`config.mk`:
```
export PLATFORM = sky130hd
export DESIGN_NAME = tick_task_scheduler_table
export DESIGN_NICKNAME = d
export VERILOG_FILES = /design/src/rtl/tts_pkg.sv /design/src/rtl/tts_cell.sv /design/src/rtl/tts_ctrl.sv /design/src/rtl/tick_task_scheduler_table.sv
export SDC_FILE = /design/constraint.sdc
export NUM_CORES = 1
export LEC_CHECK = 0
export BUFFER_PORTS_ARGS = -buffer_cell sky130_fd_sc_hd__buf_2
export CORE_MARGIN = 5
export CORE_UTILIZATION = 58
export CTS_CLUSTER_DIAMETER = 150
export DETAILED_ROUTE_END_ITERATION = 8
export MAX_ROUTING_LAYER = met4
export PLACE_DENSITY = 0.78
export RECOVER_POWER = 100
export SYNTH_ARGS = -nofsm -noshare
export SYNTH_HDL_FRONTEND = slang
export SYNTH_HIERARCHICAL = 1
export SYNTH_SLANG_ARGS = --single-unit
```
`constraint.sdc`:
```
create_clock -name clk -period 4.1 [get_ports clk]
set_input_delay 0.41 -clock clk [delete_from_list [all_inputs] [get_ports clk]]
set_output_delay 0.41 -clock clk [all_outputs]
set_load 0.1 [all_outputs]
```
`src/rtl/tts_pkg.sv`:
```
// Shared types, constants and helpers for the tick task scheduler table.
// No dependencies; every other file imports this package.
package tts_pkg;

    // Table geometry
    localparam int TASK_SLOTS = 8;
    localparam int SLOT_W     = (TASK_SLOTS > 1) ? $clog2(TASK_SLOTS) : 1;
    localparam int CMP_W      = (SLOT_W > 3) ? SLOT_W : 3;

    // At most this many fire results per dispatch item
    localparam int RESULT_CAP = 8;
    localparam int FIRE_W     = $clog2(RESULT_CAP + 1);

    localparam int TIME_W = 16;
    localparam int RUNS_W = 8;

    typedef enum logic [1:0] {
        OP_ADD      = 2'd0,
        OP_TICK     = 2'd1,
        OP_DISPATCH = 2'd2,
        OP_DELETE   = 2'd3
    } opcode_t;

    typedef enum logic [2:0] {
        ST_FIRED      = 3'd0,
        ST_ACCEPTED   = 3'd1,
        ST_FULL       = 3'd2,
        ST_NOT_FOUND  = 3'd3,
        ST_NONE_READY = 3'd4
    } status_t;

    // Broadcast from the controller to every cell
    typedef struct packed {
        logic              tick;
        logic              shift;
        logic              clr;
        logic              step;
        logic              op_add;
        logic              del_en;
        logic [2:0]        del_slot;
        logic [TIME_W-1:0] start_delay;
        logic [TIME_W-1:0] repeat_period;
    } cell_ctrl_t;

    // Status from each cell back to the controller and its neighbor
    typedef struct packed {
        logic tok;
        logic hit;
        logic del_hit;
    } cell_stat_t;

    // Slot number as shown on the 3-bit result field
    function automatic logic [2:0] slot_to_out(input logic [SLOT_W-1:0] s);
        logic [CMP_W-1:0] w;
        w = CMP_W'(s);
        return w[2:0];
    endfunction

endpackage

```
`src/rtl/tts_cell.sv`:
```
// One slot of the scheduler table: holds valid, delay, period and pending runs.
// Passes the sweep token to its neighbor. Depends on tts_pkg.
module tts_cell
    import tts_pkg::*;
(
    input  logic              clk,
    input  logic              rst_n,
    input  logic [SLOT_W-1:0] cell_idx,
    input  cell_ctrl_t        ctrl,
    input  logic              tok_in,
    output cell_stat_t        stat
);

    logic              valid_reg, valid_next;
    logic              tok_reg, tok_next;
    logic [TIME_W-1:0] delay_reg, delay_next;
    logic [TIME_W-1:0] period_reg, period_next;
    logic [RUNS_W-1:0] pending_reg, pending_next;
    logic              del_match;
    logic              commit;

    // Report token, sweep hit and delete match
    always_comb
    begin
        del_match    = (CMP_W'(cell_idx) == CMP_W'(ctrl.del_slot));
        stat.tok     = tok_reg;
        stat.hit     = tok_reg && (ctrl.op_add ? !valid_reg
                                               : (valid_reg && (pending_reg != '0)));
        stat.del_hit = valid_reg && del_match;
        commit       = ctrl.step && stat.hit;
    end

    // Update slot state
    always_comb
    begin
        valid_next   = valid_reg;
        delay_next   = delay_reg;
        period_next  = period_reg;
        pending_next = pending_reg;
        priority if (ctrl.tick && valid_reg)
        begin
            if (delay_reg != '0)
            begin
                delay_next = delay_reg - TIME_W'(1);
            end
            else
            begin
                if (pending_reg != '1)
                begin
                    pending_next = pending_reg + RUNS_W'(1);
                end
                delay_next = period_reg;
            end
        end
        else if (commit && ctrl.op_add)
        begin
            delay_next   = ctrl.start_delay;
            period_next  = ctrl.repeat_period;
            pending_next = '0;
            valid_next   = 1'b1;
        end
        else if (commit)
        begin
            pending_next = pending_reg - RUNS_W'(1);
            if (period_reg == '0)
            begin
                valid_next = 1'b0;
            end
        end
        else if (ctrl.del_en && stat.del_hit)
        begin
            valid_next = 1'b0;
        end
        else
        begin
            // Hold the slot
            valid_next = valid_reg;
        end
    end

    // Advance or drop the sweep token
    always_comb
    begin
        if (ctrl.clr)
        begin
            tok_next = 1'b0;
        end
        else if (ctrl.shift)
        begin
            tok_next = tok_in;
        end
        else
        begin
            tok_next = tok_reg;
        end
    end

    always_ff @(posedge clk or negedge rst_n)
    begin
        if (!rst_n)
        begin
            valid_reg <= 1'b0;
            tok_reg   <= 1'b0;
        end
        else
        begin
            valid_reg <= valid_next;
            tok_reg   <= tok_next;
        end
    end

    // Slot payload, meaningful only while valid
    always_ff @(posedge clk)
    begin
        delay_reg   <= delay_next;
        period_reg  <= period_next;
        pending_reg <= pending_next;
    end

endmodule

```
`src/rtl/tts_ctrl.sv`:
```
// Sequencer for the scheduler table: takes items, walks the token down the
// cell chain and drives the result register. Depends on tts_pkg.
module tts_ctrl
    import tts_pkg::*;
(
    input  logic              clk,
    input  logic              rst_n,
    input  logic              in_valid,
    output logic              in_stall,
    input  logic [1:0]        opcode,
    input  logic [TIME_W-1:0] start_delay,
    input  logic [TIME_W-1:0] repeat_period,
    input  logic [2:0]        target_slot,
    output logic              out_valid,
    input  logic              out_stall,
    output logic [2:0]        slot_index,
    output logic [2:0]        status,
    output logic              last,
    input  cell_stat_t        stat_arr [TASK_SLOTS],
    output cell_ctrl_t        ctrl,
    output logic              tok_start
);

    typedef enum logic [1:0] {
        S_IDLE,
        S_SWEEP,
        S_FIN
    } state_t;

    state_t            state_reg, state_next;
    logic              op_add_reg, op_add_next;
    logic [TIME_W-1:0] dly_reg, dly_next;
    logic [TIME_W-1:0] per_reg, per_next;
    logic [SLOT_W-1:0] pos_reg, pos_next;
    logic [FIRE_W-1:0] fires_reg, fires_next;
    logic              hold_valid_reg, hold_valid_next;
    logic [2:0]        hold_slot_reg, hold_slot_next;
    status_t           hold_status_reg, hold_status_next;
    logic              out_valid_reg, out_valid_next;
    logic [2:0]        out_slot_reg, out_slot_next;
    status_t           out_status_reg, out_status_next;
    logic              out_last_reg, out_last_next;

    logic any_hit;
    logic any_del;
    logic out_free;
    logic last_pos;
    logic fire_ok;
    logic move;

    // Collect hits from the chain
    always_comb
    begin
        any_hit = 1'b0;
        any_del = 1'b0;
        for (int i = 0; i < TASK_SLOTS; i++)
        begin
            any_hit = any_hit | stat_arr[i].hit;
            any_del = any_del | stat_arr[i].del_hit;
        end
    end

    assign in_stall   = (state_reg != S_IDLE);
    assign out_valid  = out_valid_reg;
    assign slot_index = out_slot_reg;
    assign status     = out_status_reg;
    assign last       = out_last_reg;

    // Next-state and command logic
    always_comb
    begin
        out_free = !out_valid_reg || !out_stall;
        last_pos = (pos_reg == SLOT_W'(TASK_SLOTS - 1));
        fire_ok  = any_hit && (fires_reg < FIRE_W'(RESULT_CAP));
        move     = 1'b0;

        state_next       = state_reg;
        op_add_next      = op_add_reg;
        dly_next         = dly_reg;
        per_next         = per_reg;
        pos_next         = pos_reg;
        fires_next       = fires_reg;
        hold_valid_next  = hold_valid_reg;
        hold_slot_next   = hold_slot_reg;
        hold_status_next = hold_status_reg;
        out_valid_next   = out_valid_reg && out_stall;
        out_slot_next    = out_slot_reg;
        out_status_next  = out_status_reg;
        out_last_next    = out_last_reg;

        tok_start          = 1'b0;
        ctrl.tick          = 1'b0;
        ctrl.shift         = 1'b0;
        ctrl.clr           = 1'b0;
        ctrl.step          = 1'b0;
        ctrl.op_add        = op_add_reg;
        ctrl.del_en        = 1'b0;
        ctrl.del_slot      = target_slot;
        ctrl.start_delay   = dly_reg;
        ctrl.repeat_period = per_reg;

        unique case (state_reg)
            S_IDLE:
            begin
                if (in_valid)
                begin
                    unique case (opcode_t'(opcode))
                        OP_TICK:
                        begin
                            ctrl.tick = 1'b1;
                        end
                        OP_DELETE:
                        begin
                            ctrl.del_en      = 1'b1;
                            hold_valid_next  = 1'b1;
                            hold_slot_next   = any_del ? target_slot : 3'd0;
                            hold_status_next = any_del ? ST_ACCEPTED : ST_NOT_FOUND;
                            state_next       = S_FIN;
                        end
                        OP_ADD, OP_DISPATCH:
                        begin
                            op_add_next     = (opcode_t'(opcode) == OP_ADD);
                            dly_next        = start_delay;
                            per_next        = repeat_period;
                            tok_start       = 1'b1;
                            ctrl.shift      = 1'b1;
                            pos_next        = '0;
                            fires_next      = '0;
                            hold_valid_next = 1'b0;
                            state_next      = S_SWEEP;
                        end
                    endcase
                end
            end

            S_SWEEP:
            begin
                move = 1'b1;
                if (op_add_reg)
                begin
                    // Claim the first free slot and stop
                    if (any_hit)
                    begin
                        ctrl.step        = 1'b1;
                        ctrl.clr         = 1'b1;
                        hold_valid_next  = 1'b1;
                        hold_slot_next   = slot_to_out(pos_reg);
                        hold_status_next = ST_ACCEPTED;
                        state_next       = S_FIN;
                        move             = 1'b0;
                    end
                end
                else if (fire_ok)
                begin
                    // Hold back one fire so the final one can carry last
                    if (hold_valid_reg && !out_free)
                    begin
                        move = 1'b0;
                    end
                    else
                    begin
                        ctrl.step = 1'b1;
                        if (hold_valid_reg)
                        begin
                            out_valid_next  = 1'b1;
                            out_slot_next   = hold_slot_reg;
                            out_status_next = hold_status_reg;
                            out_last_next   = 1'b0;
                        end
                        hold_valid_next  = 1'b1;
                        hold_slot_next   = slot_to_out(pos_reg);
                        hold_status_next = ST_FIRED;
                        fires_next       = fires_reg + FIRE_W'(1);
                    end
                end
                if (move)
                begin
                    ctrl.shift = 1'b1;
                    if (last_pos)
                    begin
                        state_next = S_FIN;
                    end
                    else
                    begin
                        pos_next = pos_reg + SLOT_W'(1);
                    end
                end
            end

            S_FIN:
            begin
                // Emit the final result of the item
                if (out_free)
                begin
                    out_valid_next = 1'b1;
                    out_last_next  = 1'b1;
                    if (hold_valid_reg)
                    begin
                        out_slot_next   = hold_slot_reg;
                        out_status_next = hold_status_reg;
                    end
                    else
                    begin
                        out_slot_next   = 3'd0;
                        out_status_next = op_add_reg ? ST_FULL : ST_NONE_READY;
                    end
                    ctrl.clr        = 1'b1;
                    hold_valid_next = 1'b0;
                    state_next      = S_IDLE;
                end
            end

            default:
            begin
                state_next = S_IDLE;
            end
        endcase
    end

    always_ff @(posedge clk or negedge rst_n)
    begin
        if (!rst_n)
        begin
            state_reg       <= S_IDLE;
            op_add_reg      <= 1'b0;
            dly_reg         <= '0;
            per_reg         <= '0;
            pos_reg         <= '0;
            fires_reg       <= '0;
            hold_valid_reg  <= 1'b0;
            hold_slot_reg   <= 3'd0;
            hold_status_reg <= ST_FIRED;
            out_valid_reg   <= 1'b0;
            out_slot_reg    <= 3'd0;
            out_status_reg  <= ST_FIRED;
            out_last_reg    <= 1'b0;
        end
        else
        begin
            state_reg       <= state_next;
            op_add_reg      <= op_add_next;
            dly_reg         <= dly_next;
            per_reg         <= per_next;
            pos_reg         <= pos_next;
            fires_reg       <= fires_next;
            hold_valid_reg  <= hold_valid_next;
            hold_slot_reg   <= hold_slot_next;
            hold_status_reg <= hold_status_next;
            out_valid_reg   <= out_valid_next;
            out_slot_reg    <= out_slot_next;
            out_status_reg  <= out_status_next;
            out_last_reg    <= out_last_next;
        end
    end

endmodule

```
`src/rtl/tick_task_scheduler_table.sv`:
```
// Top level of the tick task scheduler table: a chain of slot cells and
// the sequencer that drives them. Depends on tts_pkg, tts_cell, tts_ctrl.
//
// The table holds TASK_SLOTS task slots, one per cell. A tick item updates
// every cell at once, with no result. A delete item gives one result.
// Add and dispatch items walk a token down the cell chain, one cell per
// cycle while the result side does not stall (an add stops early at the
// first free slot). A dispatch gives one fire result per ready slot in
// slot order, at most eight, and last marks the final result of each item.
// The input side stalls while an item is in progress; one finished result
// may wait in the output register while the next one is prepared.
module tick_task_scheduler_table
    import tts_pkg::*;
(
    input  logic              clk,
    input  logic              rst_n,
    input  logic              in_valid,
    output logic              in_stall,
    input  logic [1:0]        opcode,
    input  logic [TIME_W-1:0] start_delay,
    input  logic [TIME_W-1:0] repeat_period,
    input  logic [2:0]        target_slot,
    output logic              out_valid,
    input  logic              out_stall,
    output logic [2:0]        slot_index,
    output logic [2:0]        status,
    output logic              last
);

    cell_ctrl_t ctrl;
    cell_stat_t stat_arr [TASK_SLOTS];
    logic       tok_start;

    tts_ctrl u_ctrl (
        .clk           (clk),
        .rst_n         (rst_n),
        .in_valid      (in_valid),
        .in_stall      (in_stall),
        .opcode        (opcode),
        .start_delay   (start_delay),
        .repeat_period (repeat_period),
        .target_slot   (target_slot),
        .out_valid     (out_valid),
        .out_stall     (out_stall),
        .slot_index    (slot_index),
        .status        (status),
        .last          (last),
        .stat_arr      (stat_arr),
        .ctrl          (ctrl),
        .tok_start     (tok_start)
    );

    // Row of slot cells, token handed from each cell to the next
    for (genvar i = 0; i < TASK_SLOTS; i++)
    begin : g_cell
        logic tok_in;
        if (i == 0)
        begin : g_head
            assign tok_in = tok_start;
        end
        else
        begin : g_link
            assign tok_in = stat_arr[i-1].tok;
        end

        tts_cell u_cell (
            .clk      (clk),
            .rst_n    (rst_n),
            .cell_idx (SLOT_W'(i)),
            .ctrl     (ctrl),
            .tok_in   (tok_in),
            .stat     (stat_arr[i])
        );
    end

endmodule

```
==> results.md <==
* Critical path launch point: g_cell[2].u_cell/pending_reg[1]$_DFFE_PP_
* First-pass GRT wire length at 98100 µm
* Met1 WL at 24700 µm
* Clock Skews at 0.0180 ns
* Largest net degree at the start of global routing at 73
* Crit path capture type: flop
* Storage element area at 11400 µm²
* Met3 routed WL at 5760 µm
* Reg-to-Reg Start: g_cell[2].u_cell/pending_reg[1]$_DFFE_PP_
* Cells after DPL at 2753
* Initial drt markers at 2197
* Multi-input logic area at 10400 µm²
* Syn avg cell area at 10.2 µm²
* Die Ht at 208 µm
* Synthesized cell area at 22800 µm²
* Unrepaired setup endpoints after global routing: no
* Fin. max-slew vios at 115
* Initial antenna violation count at 3
* Yosys warns at 6
* Peak supply drop at 0.663 mV
* Nets@finish at 2367
* Final cell count without fillers at 2835
* Max Freq at 251 MHz
* Synth Instances at 2229
* Final Hold Fails at 0
* HPWL Detailed at 41400 µm
* Hold_sp: start_delay[6]
* CTS Buf Count at 42
* Final worst path period share at 97.0%
* Row Count at 72
* Area Growth Syn to Fin at 8.32%
* Die width at 208 µm
* Critical Path RT at 4.38 ns
* Reg clk slew, reported paths at 0.06 ns
* Hold Crit Class: input pin to flop
* Final setup vio count at 0
* Die area at 43300 µm²
* Routed WL at 63800 µm
* Placer Congestion at 0.929
* Max-slew headroom at -22.9%
* Maxcap violations at 2
* Pwr Density at 515 nW/µm²
* Total iterations of the first detailed-routing run at 6
* CTS Hold Buffers Added at 0
* CP startpoint kind: flop
* Area after DPL at 23500 µm²
* DRC Markers at 0
* CTS sink cnt at 392
* Final Total Pwr at 0.0127 W
* Critical path class: flop to flop
* Worst slew pin tran at 1.84 ns
* Final TNS setup at 0 ns
* TritonCTS clock tree: yes
* Vias in the first global route at 17600
* Clk_lat worst skew at 0.55 ns
* Root Driver: clkbuf_16
* Layout cells sized above 1 at 9.08%
* Overall Global Routing Usage at 29.3%
* Worst EP arrival at 4.25 ns
* Crit path max fanout at 19
* DR vias/cell at 6.51
* Starting Density at 58.8%
* ANT nets after route at 0
* H-tree depth at 2
* Drt wl/cell at 22.5 µm
* CTS Buffer Depth at 3
* Io pins at 50
* FILL cells at 3093
* Pleak at 9.36 nW
* Fin area at 24700 µm²
* Core area at 38700 µm²
* Fin crit period at 3.98 ns
* Congestion Overflow GR at 0
* Total length of routed met2 wires at 29700 µm
* Status: finished, violations left
* Failing checks: max-capacitance violations, max-slew violations
* Port Buffer Count at 49
* Top sig layer: met4
* WHS at 0.0488 ns
* DR vias at 18500
==> placed cells by master (no fill, tap or decap), types with 17 or more instances in the layout <==
| master | n |
|---|---|
| clkbuf_16 | 45 |
| nor4_1 | 69 |
| buf_2 | 39 |
| inv_1 | 64 |
| xor2_1 | 60 |
| clkbuf_1 | 34 |
| ha_1 | 47 |
| o211ai_1 | 23 |
| a21oi_1 | 76 |
| clkbuf_2 | 17 |
| or3_1 | 29 |
| mux2i_1 | 96 |
| dfrtp_1 | 71 |
| o31ai_1 | 33 |
| xnor2_1 | 50 |
| o21ai_0 | 117 |
| nor3_1 | 84 |
| nor2_1 | 154 |
| nand3_1 | 48 |
| o21ai_1 | 17 |
| nand2_1 | 355 |
| edfxtp_1 | 320 |
| and3_1 | 22 |
| buf_4 | 29 |
| o22ai_1 | 26 |
| conb_1 | 24 |
==> path summary, 6_finish.rpt <==
kind	to	slack (ns)	cells past startpoint
hold / removal	u_ctrl/dly_reg[6]$_DFFE_PN0P_	0.05	3
min in group asynchronous	u_ctrl/slot_index[0]$_DFFE_PN0P_	0.37	1
max in group asynchronous	u_ctrl/op_add_reg$_DFFE_PN0P_	2.52	1
hold reg to reg	u_ctrl/hold_status_reg[1]$_DFFE_PN0P_	0.52	1
setup / recovery	g_cell[6].u_cell/pending_reg[3]$_DFFE_PP_	0.12	14
setup reg to reg	g_cell[6].u_cell/pending_reg[3]$_DFFE_PP_	0.12	14
==> power by group <==
group	switching (W)	leakage, nW	total, W	internal (W)
Combinational	0.00156	4.89	0.00245	0.000888
Clock	0.00156	0.652	0.00373	0.00217
Sequential	0.00149	3.82	0.00652	0.00503
Total	0.00461	9.36	0.0127	0.00809
==> critical path, stage by stage (launching register included) <==
cell and delay [ns]:
edfxtp_1 0.46, inv_1 0.13, ha_1 0.20, a311oi_1 0.38, a21oi_1 0.13, nor2b_1 0.33
or4_4 0.23, o22ai_4 0.07, nor2_1 0.24, clkbuf_1 0.33, and4b_1 0.29, clkbuf_2 0.45
nor3_1 0.10, o21ai_0 0.19, o221ai_1 0.15
==> stage by stage <==
step	worst slack, ns	util (%)
final	0.124	63.7
after global routing	0.0248	63.7
after CTS	0.151	64.0
after detailed placement	0.188	60.6
after global placement	0.277	60.6
after floorplan	0.162	-
==> final cells by class <==
type,instances,area share [%]
antenna,4,0.0406
clock buffer,60,4.87
clock inverter,18,0.558
inverter,72,1.13
multi-input combinational,1664,42.1
sequential,392,46.3
tap,518,2.63
timing repair buffer,107,2.37
==> routing by layer <==
layer	vias up	track usage, %
li1	8421	-
met1	8816	37.6
met2	1017	45.5
met3	199	4.53
met4	0	15.0
met5	-	-
==> what timing repair did <==
action | 4_1_cts | 5_1_grt
gates resized for setup | 0 | 5
setup buffers | 0 | 0
endpoints found under the hold margin | 0 | 0
setup endpoints to repair | 0 | 11
(Power assumes the default switching activity.)
